**config.mk**
```make
export PLATFORM = sky130hd
export DESIGN_NAME = thermistor_resistance_to_celsius
export DESIGN_NICKNAME = d
export VERILOG_FILES = /design/src/tr2c_pkg.sv /design/src/tr2c_seg_search.sv /design/src/tr2c_serial_muldiv.sv /design/src/thermistor_resistance_to_celsius.sv
export SDC_FILE = /design/constraint.sdc
export NUM_CORES = 1
export LEC_CHECK = 0
export ABC_AREA = 1
export BUFFER_PORTS_ARGS = -buffer_cell sky130_fd_sc_hd__buf_2
export CAP_MARGIN = 20
export CORE_MARGIN = 2
export CORE_UTILIZATION = 40
export DETAILED_ROUTE_END_ITERATION = 7
export SLEW_MARGIN = 20
export SYNTH_ARGS = -nofsm -noshare
export SYNTH_HDL_FRONTEND = slang
export SYNTH_SLANG_ARGS = --single-unit
```
**constraint.sdc**
```tcl
create_clock -name clk -period 6.9 [get_ports clk]
set_input_delay 0.345 -clock clk [delete_from_list [all_inputs] [get_ports clk]]
set_output_delay 0.345 -clock clk [all_outputs]
set_load 0.05 [all_outputs]
```
**src/tr2c_pkg.sv**
```systemverilog
package tr2c_pkg;

  // field widths
  localparam int R_W   = 16;
  localparam int T_W   = 9;
  localparam int ST_W  = 2;

  // table geometry
  localparam int SEG_COUNT    = 23;
  localparam int IDX_W        = 5;
  localparam int SEARCH_STEPS = 5;
  localparam int SCNT_W       = 3;

  // table value widths (resistances up to 4280, spans up to 215 ohms)
  localparam int TR_W  = 13;
  localparam int DR_W  = 8;
  localparam int DT_W  = 4;
  localparam int P_W   = 12;
  localparam int Q_W   = 4;
  localparam int MCNT_W = 4;

  // range limits and saturated temperatures
  localparam logic [R_W-1:0] TABLE_LOW  = 16'd980;
  localparam logic [R_W-1:0] TABLE_HIGH = 16'd4280;
  localparam logic [T_W-1:0] TEMP_ABOVE = 9'd160;
  localparam logic [T_W-1:0] TEMP_BELOW = 9'h1C9;

  // range status codes
  localparam logic [ST_W-1:0] ST_IN    = 2'd0;
  localparam logic [ST_W-1:0] ST_BELOW = 2'd1;
  localparam logic [ST_W-1:0] ST_ABOVE = 2'd2;

  typedef struct packed {
    logic [TR_W-1:0] r_lo;
    logic [TR_W-1:0] r_hi;
    logic [T_W-1:0]  t_lo;
    logic [DT_W-1:0] dt;
    logic [DR_W-1:0] dr;
  } seg_t;

  // operands for the serial multiply / divide unit
  typedef struct packed {
    logic [DR_W-1:0] diff;
    logic [DT_W-1:0] dt;
    logic [DR_W-1:0] dr;
  } md_req_t;

  typedef struct packed {
    logic [Q_W-1:0] quot;
    logic           rem_nz;
  } md_res_t;

  // segment table: low/high ohms, low temperature, temperature span, ohm span
  function automatic seg_t seg_entry(input logic [IDX_W-1:0] idx);
    seg_t s;
    case (idx)
      5'd0:    s = '{13'd980,  13'd1030, -9'sd55,  4'd5,  8'd50};
      5'd1:    s = '{13'd1030, 13'd1135, -9'sd50,  4'd10, 8'd105};
      5'd2:    s = '{13'd1135, 13'd1247, -9'sd40,  4'd10, 8'd112};
      5'd3:    s = '{13'd1247, 13'd1367, -9'sd30,  4'd10, 8'd120};
      5'd4:    s = '{13'd1367, 13'd1495, -9'sd20,  4'd10, 8'd128};
      5'd5:    s = '{13'd1495, 13'd1630, -9'sd10,  4'd10, 8'd135};
      5'd6:    s = '{13'd1630, 13'd1772, 9'sd0,    4'd10, 8'd142};
      5'd7:    s = '{13'd1772, 13'd1922, 9'sd10,   4'd10, 8'd150};
      5'd8:    s = '{13'd1922, 13'd2000, 9'sd20,   4'd5,  8'd78};
      5'd9:    s = '{13'd2000, 13'd2080, 9'sd25,   4'd5,  8'd80};
      5'd10:   s = '{13'd2080, 13'd2245, 9'sd30,   4'd10, 8'd165};
      5'd11:   s = '{13'd2245, 13'd2417, 9'sd40,   4'd10, 8'd172};
      5'd12:   s = '{13'd2417, 13'd2597, 9'sd50,   4'd10, 8'd180};
      5'd13:   s = '{13'd2597, 13'd2785, 9'sd60,   4'd10, 8'd188};
      5'd14:   s = '{13'd2785, 13'd2980, 9'sd70,   4'd10, 8'd195};
      5'd15:   s = '{13'd2980, 13'd3182, 9'sd80,   4'd10, 8'd202};
      5'd16:   s = '{13'd3182, 13'd3392, 9'sd90,   4'd10, 8'd210};
      5'd17:   s = '{13'd3392, 13'd3607, 9'sd100,  4'd10, 8'd215};
      5'd18:   s = '{13'd3607, 13'd3817, 9'sd110,  4'd10, 8'd210};
      5'd19:   s = '{13'd3817, 13'd3915, 9'sd120,  4'd5,  8'd98};
      5'd20:   s = '{13'd3915, 13'd4008, 9'sd125,  4'd5,  8'd93};
      5'd21:   s = '{13'd4008, 13'd4166, 9'sd130,  4'd10, 8'd158};
      default: s = '{13'd4166, 13'd4280, 9'sd140,  4'd10, 8'd114};
    endcase
    return s;
  endfunction

endpackage

```
**src/tr2c_seg_search.sv**
```systemverilog
module tr2c_seg_search (
  input  logic                          clk,
  input  logic                          rst,
  input  logic                          go,
  input  logic [tr2c_pkg::TR_W-1:0]     r,
  output logic                          done,
  output logic [tr2c_pkg::IDX_W-1:0]    idx
);

  logic                              active;
  logic [tr2c_pkg::SCNT_W-1:0]       cnt;
  logic [tr2c_pkg::IDX_W-1:0]        lo;
  logic [tr2c_pkg::IDX_W-1:0]        hi;
  logic [tr2c_pkg::IDX_W:0]          mid_sum;
  logic [tr2c_pkg::IDX_W-1:0]        mid;
  tr2c_pkg::seg_t                    mid_seg;
  logic                              take_low;

  // probe the middle segment of the remaining interval
  always_comb begin
    mid_sum  = {1'b0, lo} + {1'b0, hi};
    mid      = mid_sum[tr2c_pkg::IDX_W:1];
    mid_seg  = tr2c_pkg::seg_entry(mid);
    take_low = (r <= mid_seg.r_hi);
  end

  // one halving step per cycle for a fixed number of steps
  always_ff @(posedge clk) begin
    if (rst) begin
      active <= 1'b0;
      done   <= 1'b0;
      cnt    <= '0;
    end else begin
      done <= 1'b0;
      if (go) begin
        active <= 1'b1;
        cnt    <= '0;
      end else if (active) begin
        cnt <= cnt + 1'b1;
        if (cnt == tr2c_pkg::SCNT_W'(tr2c_pkg::SEARCH_STEPS - 1)) begin
          active <= 1'b0;
          done   <= 1'b1;
        end
      end
    end
  end

  // interval bounds
  always_ff @(posedge clk) begin
    if (go) begin
      lo <= '0;
      hi <= tr2c_pkg::IDX_W'(tr2c_pkg::SEG_COUNT - 1);
    end else if (active) begin
      if (take_low) begin
        hi <= mid;
      end else begin
        lo <= mid + 1'b1;
      end
    end
  end

  assign idx = lo;

endmodule

```
**src/tr2c_serial_muldiv.sv**
```systemverilog
module tr2c_serial_muldiv (
  input  logic               clk,
  input  logic               rst,
  input  logic               go,
  input  tr2c_pkg::md_req_t  req,
  output logic               done,
  output tr2c_pkg::md_res_t  res
);

  logic                            active;
  logic                            div_phase;
  logic [tr2c_pkg::MCNT_W-1:0]     cnt;
  logic [tr2c_pkg::P_W-1:0]        mcand;
  logic [tr2c_pkg::DT_W-1:0]       mplier;
  logic [tr2c_pkg::P_W-1:0]        num;
  logic [tr2c_pkg::DR_W-1:0]       rem;
  logic [tr2c_pkg::DR_W-1:0]       dr;
  logic [tr2c_pkg::DR_W:0]         rem_sh;
  logic [tr2c_pkg::DR_W:0]         rem_sub;
  logic                            q_bit;

  // restoring divide step: shift in one dividend bit, try the subtract
  always_comb begin
    rem_sh  = {rem, num[tr2c_pkg::P_W-1]};
    rem_sub = rem_sh - {1'b0, dr};
    q_bit   = (rem_sh >= {1'b0, dr});
  end

  // phase sequencing: multiplier bits first, then quotient bits
  always_ff @(posedge clk) begin
    if (rst) begin
      active    <= 1'b0;
      div_phase <= 1'b0;
      done      <= 1'b0;
      cnt       <= '0;
    end else begin
      done <= 1'b0;
      if (go) begin
        active    <= 1'b1;
        div_phase <= 1'b0;
        cnt       <= '0;
      end else if (active) begin
        cnt <= cnt + 1'b1;
        if (!div_phase && cnt == tr2c_pkg::MCNT_W'(tr2c_pkg::DT_W - 1)) begin
          div_phase <= 1'b1;
          cnt       <= '0;
        end else if (div_phase && cnt == tr2c_pkg::MCNT_W'(tr2c_pkg::P_W - 1)) begin
          active <= 1'b0;
          done   <= 1'b1;
        end
      end
    end
  end

  // datapath: shift-add product into num, then divide num in place
  always_ff @(posedge clk) begin
    if (go) begin
      mcand  <= tr2c_pkg::P_W'(req.diff);
      mplier <= req.dt;
      dr     <= req.dr;
      num    <= '0;
      rem    <= '0;
    end else if (active) begin
      if (!div_phase) begin
        if (mplier[0]) begin
          num <= num + mcand;
        end
        mcand  <= {mcand[tr2c_pkg::P_W-2:0], 1'b0};
        mplier <= {1'b0, mplier[tr2c_pkg::DT_W-1:1]};
      end else begin
        rem <= q_bit ? rem_sub[tr2c_pkg::DR_W-1:0] : rem_sh[tr2c_pkg::DR_W-1:0];
        num <= {num[tr2c_pkg::P_W-2:0], q_bit};
      end
    end
  end

  assign res.quot   = num[tr2c_pkg::Q_W-1:0];
  assign res.rem_nz = |rem;

endmodule

```
**src/thermistor_resistance_to_celsius.sv**
```systemverilog
// channel   | ports                               | handshake
// ----------+-------------------------------------+-------------------------------
// input     | resistance_ohms                     | taken when start & !busy
// result    | temperature_c, range_status         | one-cycle done strobe
//
// in range, a word runs from accept to done through 5 binary-search steps over
// the segment table, then 4 multiplier bits and 12 quotient bits of the serial unit.
// out of range, done is registered in the cycle after the accept.
// a new word can be accepted in the cycle done is high.
// rst is synchronous; nothing to clear beyond the control registers.
// results cannot be held off by the receiver.
module thermistor_resistance_to_celsius (
  input  logic                        clk,
  input  logic                        rst,
  input  logic                        start,
  output logic                        busy,
  input  logic [tr2c_pkg::R_W-1:0]    resistance_ohms,
  output logic                        done,
  output logic [tr2c_pkg::T_W-1:0]    temperature_c,
  output logic [tr2c_pkg::ST_W-1:0]   range_status
);

  localparam logic [1:0] S_IDLE   = 2'd0;
  localparam logic [1:0] S_SEARCH = 2'd1;
  localparam logic [1:0] S_CALC   = 2'd2;

  logic [1:0]                      state;
  logic [1:0]                      state_next;
  logic                            accept;
  logic                            below;
  logic                            above;
  logic [tr2c_pkg::TR_W-1:0]       r_reg;
  logic [tr2c_pkg::T_W-1:0]        t_lo;
  logic                            srch_done;
  logic [tr2c_pkg::IDX_W-1:0]      srch_idx;
  tr2c_pkg::seg_t                  seg;
  tr2c_pkg::md_req_t               md_req;
  logic                            md_done;
  tr2c_pkg::md_res_t               md_res;
  logic signed [tr2c_pkg::T_W-1:0] t_floor;
  logic signed [tr2c_pkg::T_W-1:0] t_trunc;

  assign busy   = (state != S_IDLE);
  assign accept = start && !busy;
  assign below  = (resistance_ohms < tr2c_pkg::TABLE_LOW);
  assign above  = (resistance_ohms > tr2c_pkg::TABLE_HIGH);

  // segment search
  tr2c_seg_search u_search (
    .clk  (clk),
    .rst  (rst),
    .go   (accept && !below && !above),
    .r    (r_reg),
    .done (srch_done),
    .idx  (srch_idx)
  );

  // operands of the chosen segment
  always_comb begin
    seg         = tr2c_pkg::seg_entry(srch_idx);
    md_req.diff = tr2c_pkg::DR_W'(r_reg - seg.r_lo);
    md_req.dt   = seg.dt;
    md_req.dr   = seg.dr;
  end

  tr2c_serial_muldiv u_muldiv (
    .clk  (clk),
    .rst  (rst),
    .go   (srch_done),
    .req  (md_req),
    .done (md_done),
    .res  (md_res)
  );

  // floor quotient plus one when a negative value has a fraction (truncate toward zero)
  always_comb begin
    t_floor = $signed(t_lo) + $signed({{(tr2c_pkg::T_W - tr2c_pkg::Q_W){1'b0}}, md_res.quot});
    t_trunc = t_floor + $signed({{(tr2c_pkg::T_W - 1){1'b0}},
                                 (t_floor[tr2c_pkg::T_W-1] && md_res.rem_nz)});
  end

  // sequencer
  always_comb begin
    state_next = state;
    case (state)
      S_IDLE: begin
        if (accept && !below && !above) begin
          state_next = S_SEARCH;
        end
      end
      S_SEARCH: begin
        if (srch_done) begin
          state_next = S_CALC;
        end
      end
      S_CALC: begin
        if (md_done) begin
          state_next = S_IDLE;
        end
      end
      default: state_next = S_IDLE;
    endcase
  end

  always_ff @(posedge clk) begin
    if (rst) begin
      state <= S_IDLE;
      done  <= 1'b0;
    end else begin
      state <= state_next;
      done  <= (accept && (below || above)) || (state == S_CALC && md_done);
    end
  end

  // input word, segment base temperature and result registers
  always_ff @(posedge clk) begin
    if (accept) begin
      r_reg <= resistance_ohms[tr2c_pkg::TR_W-1:0];
    end
    if (srch_done) begin
      t_lo <= seg.t_lo;
    end
    if (accept && below) begin
      temperature_c <= tr2c_pkg::TEMP_BELOW;
      range_status  <= tr2c_pkg::ST_BELOW;
    end else if (accept && above) begin
      temperature_c <= tr2c_pkg::TEMP_ABOVE;
      range_status  <= tr2c_pkg::ST_ABOVE;
    end else if (state == S_CALC && md_done) begin
      temperature_c <= t_trunc;
      range_status  <= tr2c_pkg::ST_IN;
    end
  end

endmodule
```
After elaboration in Yosys (flattened, before gate mapping)
Memory sizes are Yosys's and may differ from the RTL's. A register that Yosys moved wholly into a read port is not among the register bits.
Index checks and enable logic that the tools add are counted.
Widths: inputs -> output; s select.
{"block": "word_totals", "output_inout_bits": 13, "memories": 2, "rom_bits": 3008, "ff_bits": 102, "input_bits": 19, "elab_cells": 114}
{"memory": "(name not given)", "words": 32, "width": 47, "rd": 1, "rd_clocked_by_memory_dff": 1, "wr": 0, "line": "tr2c_pkg.sv:56", "rtl": "case (idx)"}
{"memory": "(name not given)", "words": 32, "width": 47, "rd": 1, "rd_clocked_by_memory_dff": 0, "wr": 0, "line": "tr2c_pkg.sv:56"}
{"block": "op_classes", "n_eq_ne": 9, "n_mux": 29, "reduce_logical": 35, "add_sub_neg": 9, "bitwise": 4, "n_lt_le_gt_ge": 4}
{"cell": "$mux 8", "count": 4}
{"cell": "$mux 12", "count": 2}
{"cell": "$mux 9", "count": 2}
{"cell": "$gt 16x13->1 const B", "count": 1}
{"cell": "$lt 16x10->1 const B", "count": 1}
{"cell": "$mux 4", "count": 4}
{"cell": "$sub 8x8->8", "count": 2}
{"cell": "$reduce_and 2->1", "count": 7}
{"cell": "$le 13x13->1", "count": 1}
{"cell": "$add 12x12->12", "count": 1}
{"cell": "$logic_and 1x1->1", "count": 10}
{"cell": "$mux 2", "count": 5}
{"cell": "$mux 5", "count": 2}
{"cell": "$add 9x2->9", "count": 1}
{"cell": "$add 9x5->9", "count": 1}
{"cell": "$ge 9x8->1", "count": 1}
{"cell": "$mux 1", "count": 9}
{"cell": "$reduce_bool 2->1", "count": 4}
{"cell": "$reduce_or 8->1", "count": 1}
{"cell": "$add 5x5->6", "count": 1}
{"cell": "$ne 2x1->1 const B", "count": 3}
{"cell": "$pmux 2 s3", "count": 1}
{"cell": "$reduce_or 2->1", "count": 3}
{"cell": "$add 5x1->5 const B", "count": 1}
{"cell": "other kinds (15)", "count": 22}

Depth between registers and ports, before layout
Gate-level depths: netlist (run 1).
{"block": "depth", "depth_word": 7, "ltp_mapped": 33, "ltp_nobuf": 33}

Hierarchy
Synthesis (run 1) repeated with hierarchy kept, for this count alone.
{"block": "hier_totals", "hier_cells": 1093, "area_unflattened_um2": 7733.7}
{"module": "tr2c_serial_muldiv", "cells_per_inst": 436, "area_per_inst_um2": 3198.1, "instances": 1, "seq_area_each_um2": 1221.2}
{"module": "thermistor_resistance_to_celsius", "cells_per_inst": 392, "area_per_inst_um2": 2877.8, "instances": 1, "seq_area_each_um2": 940.9}
{"module": "tr2c_seg_search", "cells_per_inst": 265, "area_per_inst_um2": 1657.8, "instances": 1, "seq_area_each_um2": 300.3}

Worst setup path after synthesis (run 1)
Ideal clock, no wire load.
{"block": "synth_path", "path_type": "reg2reg", "start": "register u_search.lo (netlist bit u_search.idx[1])", "end": "register seg[18] (netlist name)", "synth_period_minus_slack_ps": 4188, "setup_slack_ps": 2712, "setup_ps": 115, "t_arrival_ps": 4073, "n_path_buf": 0, "required_ps": 6785, "path_stages_with_launch": 27, "cell_sequence": "dfxtp_1 -> inv_1 -> fa_1 -> inv_1 -> ha_1 -> o21ai_0 -> o21ai_0 -> nand2_1 -> o311ai_0 -> ha_1 -> nand2_1 -> inv_1 -> nand3_1 -> nor2_4 -> nand2_2 -> nand2_4 -> nand3_4 -> nand2_1 -> nand2_1 -> nor2_4 -> inv_1 -> ha_1 -> inv_1 -> nand3_1 -> nand2_1 -> nand2_1 -> o21a_1"}
{"block": "synth_between", "elab_chain_cells": 7, "word_cells_on_any_way": 8, "cone_classes": "2 x add/sub; 1 x order compare; 2 x mux; 1 x bitwise; 1 x reduce/logical; 1 x memory"}
{"item": "start: declaration", "line": "tr2c_seg_search.sv:12", "rtl": "logic [tr2c_pkg::IDX_W-1:0] lo;"}
{"item": "start signal: assignment", "line": "tr2c_seg_search.sv:57", "rtl": "lo <= mid + 1'b1;"}
{"item": "$add 5x5->6 *", "line": "tr2c_seg_search.sv:21", "rtl": "mid_sum = {1'b0, lo} + {1'b0, hi};"}
{"item": "net u_search.mid_sum (one bit)", "line": "tr2c_seg_search.sv:14", "rtl": "logic [tr2c_pkg::IDX_W:0] mid_sum;"}
{"item": "$mem_v2 32x47"}
{"item": "$le 13x13->1", "line": "tr2c_seg_search.sv:24", "rtl": "take_low = (r <= mid_seg.r_hi);"}
{"item": "$not 1->1 (no line)"}
{"item": "$reduce_and 2->1 (no line)"}
{"item": "$mux 5 (no line) * (2 in a row)"}
The timed path passes the listed nets; every way through them passes the cells marked *.
A chain may end at the register's enable or synchronous reset.

Final worst setup path (run 1)
{"block": "layout_path", "start": "register u_search.lo (netlist bit u_search.idx[1])", "end": "register seg[1] (netlist name)"}
{"block": "layout_between", "elab_chain_cells": 7, "word_cells_on_any_way": 8, "cone_classes": "2 x add/sub; 1 x order compare; 2 x mux; 1 x bitwise; 1 x reduce/logical; 1 x memory"}
{"item": "$add 5x5->6", "line": "tr2c_seg_search.sv:21"}
{"item": "$mem_v2 32x47"}
{"item": "$le 13x13->1", "line": "tr2c_seg_search.sv:24"}
{"item": "$not 1->1 (no line)"}
{"item": "$reduce_and 2->1 (no line)"}
{"item": "$mux 5 (no line) * (2 in a row)"}
Every way passes the cells marked *; elsewhere a longest branch is shown, timed or not.

==> results of run 1 <==
## worst max-delay path, delay by kind of cell, from the launching register on
family                     cells  cell delay, ns
and+or+nand+nor               19            2.25
AOI/OAI and AO/OA              2            0.69
buffers and inverters          6            0.80
DFF                            1            0.36
adders and majority gates      3            1.09
## Yosys cell counts, types with 3 or more instances
library cell and number:
or2_1 3, dfxtp_1 87, nand4_1 15, fa_1 5, nor3_1 7, buf_6 5
nor2_1 58, nand2_2 5, o21ai_1 7, xor2_1 15, xnor2_1 5, edfxtp_1 42
nand2_1 277, o211ai_1 7, a211oi_1 5, clkbuf_1 17, nand3_1 85, a31oi_1 4
buf_2 6, inv_1 145, nor2_4 4, nand3_4 5, a21oi_1 73, ha_1 73
buf_4 3, inv_2 3, nor4_1 6, o21bai_1 3, o21ai_0 82, nand3b_1 3
## worst paths after layout
path | from | endpoint
min | resistance_ohms[6] | r_reg[6]$_DFFE_PP_
max | u_search.idx[1]$_SDFFE_PP0N_ | seg[1]$_DFF_P_
max reg2reg | u_search.idx[1]$_SDFFE_PP0N_ | seg[1]$_DFF_P_
min reg2reg | seg[20]$_SDFF_PP0_ | t_lo[8]$_DFFE_PP_
## where the power goes
part	internal (mW)	switching [mW]	leakage, nW
Clock	0.470	0.378	0.269
Combinational	0.853	1.70	3.00
Sequential	0.939	0.0701	1.11
## through the flow
step,instances,hold slack [ns],setup WS [ns]
floorplan,1077,0.386,2.71
global placement,1347,0.386,1.84
global route,1379,0.0937,1.04
finish,1379,0.115,1.63
CTS,1379,0.0916,1.72
detailed placement,1347,0.389,1.75
## final cells by class
cell class / count / area [µm²] / area share (%)
Timing Repair Buffer: 32 / 163 / 1.81
Sequential cell: 129 / 3000 / 33.4
Clock inverter: 15 / 124 / 1.38
Inverter: 149 / 562 / 6.25
Tap cell: 270 / 338 / 3.76
Clock buffer: 17 / 425 / 4.73
Multi-Input combinational cell: 767 / 4370 / 48.6
## metal layers
metal	track usage, %	vias up	wire [µm]	share of wire (%)
met5	0	-	0	0
met1	23.0	3068	9010	49
met3	3.78	26	582	3.2
met2	28.5	118	8330	45
li1	-	3606	-	-
met4	7.43	0	445	2.4
## cells by family after synthesis
logic type / after synthesis / synth area share (%)
flip-flops: 129 / 37.0
buffers and inverters: 181 / 9.23
XOR/XNOR: 20 / 2.16
adder cells (fa/ha/maj): 78 / 12.5
AO/OA/AOI/OAI: 195 / 13.2
AND/OR/NAND/NOR: 474 / 26.0
==> results by group, run 1 <==
Outcome
  • Status: finished, final reports clean

STA
  • Setup TNS: 0 ns
  • Tcrit/Tclk final: 76.4%
  • Final-report setup violation count: 0
  • Crit path time final: 5.27 ns
  • Fin. Hold Viols: 0
  • Fmax: 190 MHz
  • Slew Limit Fails: 0
  • Slew of the pin with the lowest slew margin: 0.780 ns
  • Slew HR: 47.7%
  • Skew final: 0.0103 ns
  • RSZ-0062 raised after global routing: false

Global routing
  • Global route overflow: 0
  • All-Layer GR Usage: 17.7%
  • Pin count of the biggest net entering global routing: 42
  • Vias in the first global route: 6332
  • Initial antenna violation count: 0
  • First-pass GRT wire length: 30800 µm

Route
  • WL final: 18400 µm
  • Via count: 6818
  • Drt wl/cell: 13.3 µm
  • DRC Markers: 0
  • Routed Antenna Nets: 0
  • Via/cell ratio: 4.94
  • DRT Pass-1 Iters: 5
  • Initial drt markers: 470

Logic synthesis
  • Ys async rst share: 0%
  • Top cells by area, synth: dfxtp_1, edfxtp_1, nand2_1, ha_1, inv_1
  • Mapped Area: 0.00812 mm²
  • Sequential element share of the synthesized area: 37.0%
  • Top cell type's share of synthesized area: 21.4%
  • Post-synthesis cell type count: 48
  • Syn Area/Cell: 7.54 µm²
  • Synth Register Bits: 129
  • Synthesized net count: 1174
  • Post-synth top area cell: dfxtp_1
  • EDFF count, synth: 42
  • Ys Warns: 0
  • Synth Flop Type: dfxtp_1
  • Mapped Cells: 1077

Placement
  • Placement Cell Area: 0.00844 mm²
  • PortBufs: 31
  • Post-DP HPWL: 13500 µm
  • GP Congestion: 0.922

Worst setup path
  • Most used cell, CP: nand2_1
  • Setup CP Type: flop to flop
  • Crit-path max cell delay: 0.46 ns
  • Reg-to-reg setup timing slack: 1.63 ns
  • Crit path DAT: 5.63 ns
  • CP max FO: 15
  • Slowest CP cell: fa_1
  • Worst Setup End Kind: flop
  • Crit start category: flop
  • R2r worst-path depth: 30
  • Required time of the critical path: 7.26 ns

Layout
  • Final non-filler cell area: 0.00899 mm²
  • Layout Utilization: 44.7%
  • P&R area growth vs syn: 10.6%
  • Nets: 1193
  • ANT cells: 0
  • Most common cell after layout, fill and taps aside: nand2_1
  • Commonest non-fill, non-tap cells in the layout: nand2_1, inv_1, dfxtp_1
  • Largest register FFs: 27
  • Share of cells above drive strength 1: 8.21%
  • # fillers: 2008

Power and ir drop
  • Static leakage: 4.38 nW
  • Power density of the placed cells: 491 mW/mm²
  • Worst VDD drop: 0.408 mV
  • Post-layout power: 4.41 mW

Clock tree
  • Buffer levels on the longest clock path: 2
  • CTS Buf Count: 17
  • Postcts setup bufs: 0
  • Number of gates resized after CTS: 0
  • CTS H-Tree Depth: 4
  • TritonCTS clock tree: done
  • Worst skew pair latency: 0.42 ns
  • Clk pin slew, worst setup/hold paths: 0.06 ns
  • CTS root buf: clkbuf_16
  • Hold_buf cts: 0
  • TritonCTS sink count: 129

Die
  • Die area: 0.0215 mm²
  • Die height: 147 µm
  • Initial core utilization: 40.4%
  • IO Pins: 32
  • Core ar.: 0.0201 mm²
  • Die span in x: 147 µm
  • Cell Rows: 52

Min path
  • Cells on Worst Hold Path: 1
  • Hold Crit Class: primary input to flop

Flow run
  • Maxcap violations: 0
Note: power is estimated with default switching activity, not from simulation.
==> run 2, diff against run 1 <==
--- a/config.mk
+++ b/config.mk
@@ -5,7 +5,7 @@
 export SDC_FILE = /design/constraint.sdc
 export NUM_CORES = 1
 export LEC_CHECK = 0
-export ABC_AREA = 1
+export ABC_AREA = 0
 export BUFFER_PORTS_ARGS = -buffer_cell sky130_fd_sc_hd__buf_2
 export CAP_MARGIN = 20
 export CORE_MARGIN = 2
==> constraint.sdc (replaced) <==
create_clock -name clk -period 4.33 [get_ports clk]
set_input_delay 0.2165 -clock clk [delete_from_list [all_inputs] [get_ports clk]]
set_output_delay 0.2165 -clock clk [all_outputs]
set_load 0.05 [all_outputs]
==> results by group, run 2 <==
Logic synthesis
  • Sequential element share of the synthesized area: 37.6%
  • Post-Synth Adder-Cell Area: 12.8%
  • Post-synth top area cell: dfxtp_1
  • Mapped Cells: 880
  • Ys Warns: 0
  • Top cell type's share of synthesized area: 21.8%
  • Top cells by area, synth: dfxtp_1, edfxtp_1, ha_1, a21oi_1, nor2_1
  • Synthesized net count: 977
  • XOR/XNOR Fraction of Synth Area: 5.04%
  • Mapped Area: 0.00799 mm²
  • EDFF count, synth: 42
  • Compound-gate portion of the synthesized area: 19.1%
  • Commonest cells post-synth: dfxtp_1, nor2_1, nand2_1, ha_1, a21oi_1
  • Syn Area/Cell: 9.08 µm²
  • Largest family of logic cells by synthesized area: compound AO/OA/AOI/OAI gates
  • Synth Flop Type: dfxtp_1
  • Synth Register Bits: 129
  • Post-synthesis mux area share: 5.09%
  • Ys async rst share: 0%
  • Simple-Gate Fraction of Synth Area: 15.8%
  • Post-synthesis cell type count: 81
  • Count leader, synth: dfxtp_1

Worst setup path
  • Reg-to-reg setup timing slack: -0.24 ns
  • R2r worst-path depth: 20
  • Crit start category: flop
  • Crit path DAT: 4.87 ns
  • CP max FO: 6
  • Setup CP Type: flop to flop
  • Required time of the critical path: 4.63 ns
  • WP buf/inv: 2
  • Worst r2r dst: seg[41]$_DFF_P_
  • Crit-path max cell delay: 0.54 ns
  • R2r startpoint: u_search.idx[1]$_SDFFE_PP0N_
  • Worst Setup End Kind: flop
  • Slowest CP cell: mux4_2
  • Top Family by Delay on Critical Path: simple AND/OR/NAND/NOR gates
  • CP Cell Sequence: ha_4, a31o_4, a21oi_4, xor2_4, mux4_2, nor2_2, a21oi_1, ha_1, nand4_1, or4_4, nand2_4, a21oi_4, buf_12, mux2i_4, nand2_4, buf_6, ha_4, mux2_4, a21oi_2, a311o_1

STA
  • Fmax: 219 MHz
  • RSZ-0062 raised after global routing: true
  • Slew Limit Fails: 0
  • Slew HR: 41.0%
  • Fin. Hold Viols: 0
  • Slew of the pin with the lowest slew margin: 0.885 ns
  • Final-report setup violation count: 25
  • Tcrit/Tclk final: 106%
  • Setup TNS: -2.66 ns
  • Setup slack after layout: -0.240 ns
  • Crit path time final: 4.57 ns
  • Skew final: 0.0173 ns

Power and ir drop
  • Psw: 3.57 mW
  • Switching Share: 42.1%
  • Sequential Power Share: 18.4%
  • Combinational power share: 64.7%
  • Power density of the placed cells: 804 mW/mm²
  • Post-layout power: 8.49 mW
  • Static leakage: 4.40 nW
  • Worst VDD drop: 0.857 mV
  • Design internal power: 4.92 mW
  • Clock group share of total power: 16.9%

Layout
  • P&R area growth vs syn: 32.0%
  • ANT cells: 0
  • # fillers: 1748
  • Commonest non-fill, non-tap cells in the layout: buf_4, dfxtp_1, nor2_1
  • Nets: 1128
  • Largest register FFs: 27
  • Share of cells above drive strength 1: 28.8%
  • Final non-filler cell area: 0.0106 mm²
  • Most common cell after layout, fill and taps aside: buf_4

Flow run
  • Maxcap violations: 0

Die
  • Initial core utilization: 40.9%
  • Die height: 145 µm
  • Die span in x: 145 µm
  • IO Pins: 32
  • Core ar.: 0.0195 mm²
  • Die area: 0.0211 mm²
  • Cell Rows: 51

Route
  • Drt wl/cell: 16.0 µm
  • WL final: 21000 µm
  • Routed Antenna Nets: 0
  • Initial drt markers: 410
  • DRT Pass-1 Iters: 5
  • DRC Markers: 0
  • Via/cell ratio: 5.29
  • Via count: 6926

Placement
  • PortBufs: 31
  • GP Congestion: 0.916
  • Placement Cell Area: 0.00928 mm²
  • Post-DP HPWL: 15000 µm

Min path
  • Hold Crit Class: primary input to flop
  • Hold Crit Endpoint: state[0]$_SDFFE_PP0P_
  • Hold Startpoint: rst
  • Cells on Worst Hold Path: 2

Global routing
  • Vias in the first global route: 6667
  • Initial antenna violation count: 0
  • Global route overflow: 0
  • All-Layer GR Usage: 19.8%
  • Pin count of the biggest net entering global routing: 44
  • First-pass GRT wire length: 33800 µm

Clock tree
  • TritonCTS sink count: 129
  • CTS root buf: clkbuf_16
  • Clk pin slew, worst setup/hold paths: 0.07 ns
  • CTS Buf Count: 17
  • Buffer levels on the longest clock path: 2
  • Worst skew pair latency: 0.43 ns
  • TritonCTS clock tree: done
  • CTS H-Tree Depth: 4

Outcome
  • Violated checks: negative setup slack
  • Status: complete, but fails checks
## run 2: changes by cell type in the layout (fill, tap and decap cells not counted), sizes merged, moves of 29 or more
cell | previous run | this run
nand3 | 91 | 16
nand2 | 284 | 84
buf | 32 | 158
o21ai | 90 | 61
inv | 157 | 61
## run 2: what timing repair did
item	CTS	global route
endpoints found under the hold margin	13	0
setup endpoints to repair	27	27
pin swaps	26	22
buffers inserted	9	12
hold buffers	13	0
resized for setup	49	45
## run 2: power by group through the flow
stage / registers (mW) / clock network [mW] / logic (mW)
5_1_grt: 1.58 / 1.51 / 6.00
4_1_cts: 1.56 / 1.46 / 5.13
3_3_place_gp: 1.57 / 0 / 4.76
2_1_floorplan: 1.55 / 0 / 3.15
3_5_place_dp: 1.58 / 0 / 4.79
6_report: 1.56 / 1.44 / 5.49
## run 2: how the worst max path moves through the flow
stage                           end  cells past startpoint                    startpoint
CTS                 seg[35]$_DFF_P_                     20  u_search.idx[1]$_SDFFE_PP0N_
global route        seg[41]$_DFF_P_                     20  u_search.idx[1]$_SDFFE_PP0N_
floorplan           seg[35]$_DFF_P_                     22  u_search.idx[0]$_SDFFE_PP0N_
finish              seg[41]$_DFF_P_                     20  u_search.idx[1]$_SDFFE_PP0N_
global placement    seg[16]$_DFF_P_                     19  u_search.idx[1]$_SDFFE_PP0N_
detailed placement  seg[16]$_DFF_P_                     21  u_search.idx[1]$_SDFFE_PP0N_
## run 2: cell families after synthesis
kind of cell             count (synthesis)
AND/OR/NAND/NOR                        268
AO/OA/AOI/OAI                          236
flip-flops                             129
buffers and inverters                   91
adder cells (fa/ha/maj)                 79
XOR/XNOR                                40
multiplexers                            37
## run 2: per-stage QoR
stage               instances  hold slack (ns)  utilization (%)  setup WS [ns]
floorplan                 880            0.286                -         -0.287
global placement         1245            0.387             47.5         -0.276
detailed placement       1245            0.389             47.5         -0.316
CTS                      1299           0.0313             52.6         -0.208
global route             1309           0.0505             54.0         -0.362
finish                   1309           0.0481             54.0         -0.240
## run 2: routing by layer
| layer | GRT usage, % | share of wire (%) | vias to the layer above |
|---|---|---|---|
| met1 | 25.5 | 45 | 3240 |
| met5 | 0 | 0 | - |
| met2 | 33.5 | 49 | 180 |
| li1 | - | - | 3475 |
| met4 | 6.37 | 1.9 | 0 |
| met3 | 4.04 | 4.6 | 31 |
## run 2: cell type report
class	count	area, µm²	area share [%]
clock inverter	14	138	1.30
sequential	129	3010	28.5
tap	265	332	3.14
multi-input combinational	660	5090	48.3
timing repair buffer	171	1330	12.6
inverter	52	210	1.99
clock buffer	18	439	4.16
==> run 3, diff against run 2 <==
--- a/config.mk
+++ b/config.mk
@@ -8,9 +8,11 @@
 export ABC_AREA = 0
 export BUFFER_PORTS_ARGS = -buffer_cell sky130_fd_sc_hd__buf_2
 export CAP_MARGIN = 20
+export CORE_ASPECT_RATIO = 2
 export CORE_MARGIN = 2
-export CORE_UTILIZATION = 40
+export CORE_UTILIZATION = 45
 export DETAILED_ROUTE_END_ITERATION = 7
+export SKIP_CTS_REPAIR_TIMING = 1
 export SLEW_MARGIN = 20
 export SYNTH_ARGS = -nofsm -noshare
 export SYNTH_HDL_FRONTEND = slang
==> results by group, run 3 (synthesis gave the netlist of run 2 again) <==
Outcome
  • Status: complete, but fails checks
  • Violated checks: negative setup slack

STA
  • Slew HR: 45.3%
  • Final hold slack: 0.00113 ns
  • Skew final: 0.00724 ns
  • Final-report setup violation count: 25
  • Fin. Hold Viols: 0
  • Slew Limit Fails: 0
  • Setup slack after layout: -0.208 ns
  • Fmax: 220 MHz
  • RSZ-0062 raised after global routing: true
  • Setup TNS: -2.46 ns
  • Crit path time final: 4.54 ns
  • Slew of the pin with the lowest slew margin: 0.820 ns
  • Tcrit/Tclk final: 105%

Route
  • Routed Antenna Nets: 0
  • Initial drt markers: 303
  • DRC Markers: 0
  • DRT Pass-1 Iters: 5
  • Via count: 6909
  • WL final: 20400 µm
  • Via/cell ratio: 5.61
  • Drt wl/cell: 16.5 µm

Layout
  • ANT cells: 0
  • Commonest non-fill, non-tap cells in the layout: buf_4, dfxtp_1, nor2_1
  • Share of cells above drive strength 1: 27.8%
  • Layout Cells excl Fill: 1231
  • Layout Utilization: 57.5%
  • Final non-filler cell area: 0.0101 mm²
  • Nets: 1102
  • # fillers: 1549
  • Largest register FFs: 27
  • P&R area growth vs syn: 26.8%
  • Most common cell after layout, fill and taps aside: buf_4

Placement
  • GP Congestion: 0.895
  • PortBufs: 31
  • Post-DP HPWL: 14900 µm
  • Dpl ws: -0.326 ns
  • Placement Cell Area: 0.00913 mm²
  • Placed cell count: 1183

Die
  • Cell Rows: 69
  • Initial core utilization: 45.4%
  • IO Pins: 32
  • Die height: 192 µm
  • Core ar.: 0.0176 mm²
  • Die area: 0.0189 mm²
  • Die span in x: 98.2 µm

Worst setup path
  • Crit start category: flop
  • Worst Setup End Kind: flop
  • Setup CP Type: flop to flop
  • CP max FO: 8
  • Required time of the critical path: 4.70 ns
  • Crit path DAT: 4.90 ns

Global routing
  • All-Layer GR Usage: 21.6%
  • Vias in the first global route: 6604
  • Global route overflow: 0
  • First-pass GRT wire length: 32700 µm
  • Pin count of the biggest net entering global routing: 38
  • Initial antenna violation count: 0

Clock tree
  • CTS H-Tree Depth: 4
  • Buffer levels on the longest clock path: 2
  • Clk pin slew, worst setup/hold paths: 0.07 ns
  • TritonCTS sink count: 129
  • Worst skew pair latency: 0.43 ns
  • CTS root buf: clkbuf_16
  • TritonCTS clock tree: done
  • CTS Buf Count: 17

Power and ir drop
  • Worst VDD drop: 0.507 mV
  • Post-layout power: 8.24 mW
  • Power density of the placed cells: 813 mW/mm²
  • Static leakage: 4.26 nW

Min path
  • Hold Crit Class: primary input to flop

Flow run
  • Maxcap violations: 0
run 3: area by class of cell:
type	instances	area [µm²]	area share, %
clock buffer	17	425	4.20
clock inverter	15	155	1.53
inverter	52	213	2.10
multi-input combinational	660	5000	49.3
sequential	129	3010	29.7
tap	213	267	2.63
timing repair buffer	145	1070	10.5
run 3: where the power goes:
| part | internal (mW) | switching, mW | leakage (nW) |
|---|---|---|---|
| sequential | 1.46 | 0.0962 | 1.11 |
| combinational | 2.49 | 2.78 | 2.87 |
| clock | 0.771 | 0.643 | 0.289 |
run 3: path summary, 6_finish.rpt:
kind                            slack [ns]  cells past startpoint            endpoint                    startpoint
worst max-delay path                 -0.21                     22     seg[35]$_DFF_P_  u_search.idx[1]$_SDFFE_PP0N_
worst min-delay path                 0.001                      1  r_reg[7]$_DFFE_PP_            resistance_ohms[7]
worst max register to register       -0.21                     22     seg[35]$_DFF_P_  u_search.idx[1]$_SDFFE_PP0N_
worst min register to register        0.40                      0   t_lo[5]$_DFFE_PP_               seg[17]$_DFF_P_
run 3: worst max-delay path, cell delays in order (launching register included):
cell and delay, ns:
dfxtp_4 0.36, inv_1 0.07, fa_2 0.41, nand2b_4 0.17, a21oi_4 0.22, xor2_1 0.16, buf_4 0.19, nor2_4 0.05
buf_4 0.14, a32o_1 0.24, ha_1 0.30, nand4_1 0.13, or4_4 0.45, nand2_4 0.08, a21oi_4 0.06, buf_6 0.15
buf_6 0.12, mux2_4 0.34, nand2_8 0.13, clkinv_8 0.07, or3_4 0.36, a21oi_2 0.15, a211o_1 0.11
run 3: layer usage:
| metal | vias to the layer above | track usage, % | wire [µm] |
|---|---|---|---|
| met2 | 181 | 37.5 | 10100 |
| li1 | 3431 | - | - |
| met5 | - | 0 | 0 |
| met1 | 3252 | 26.8 | 8850 |
| met4 | 0 | 8.38 | 579 |
| met3 | 45 | 3.44 | 852 |
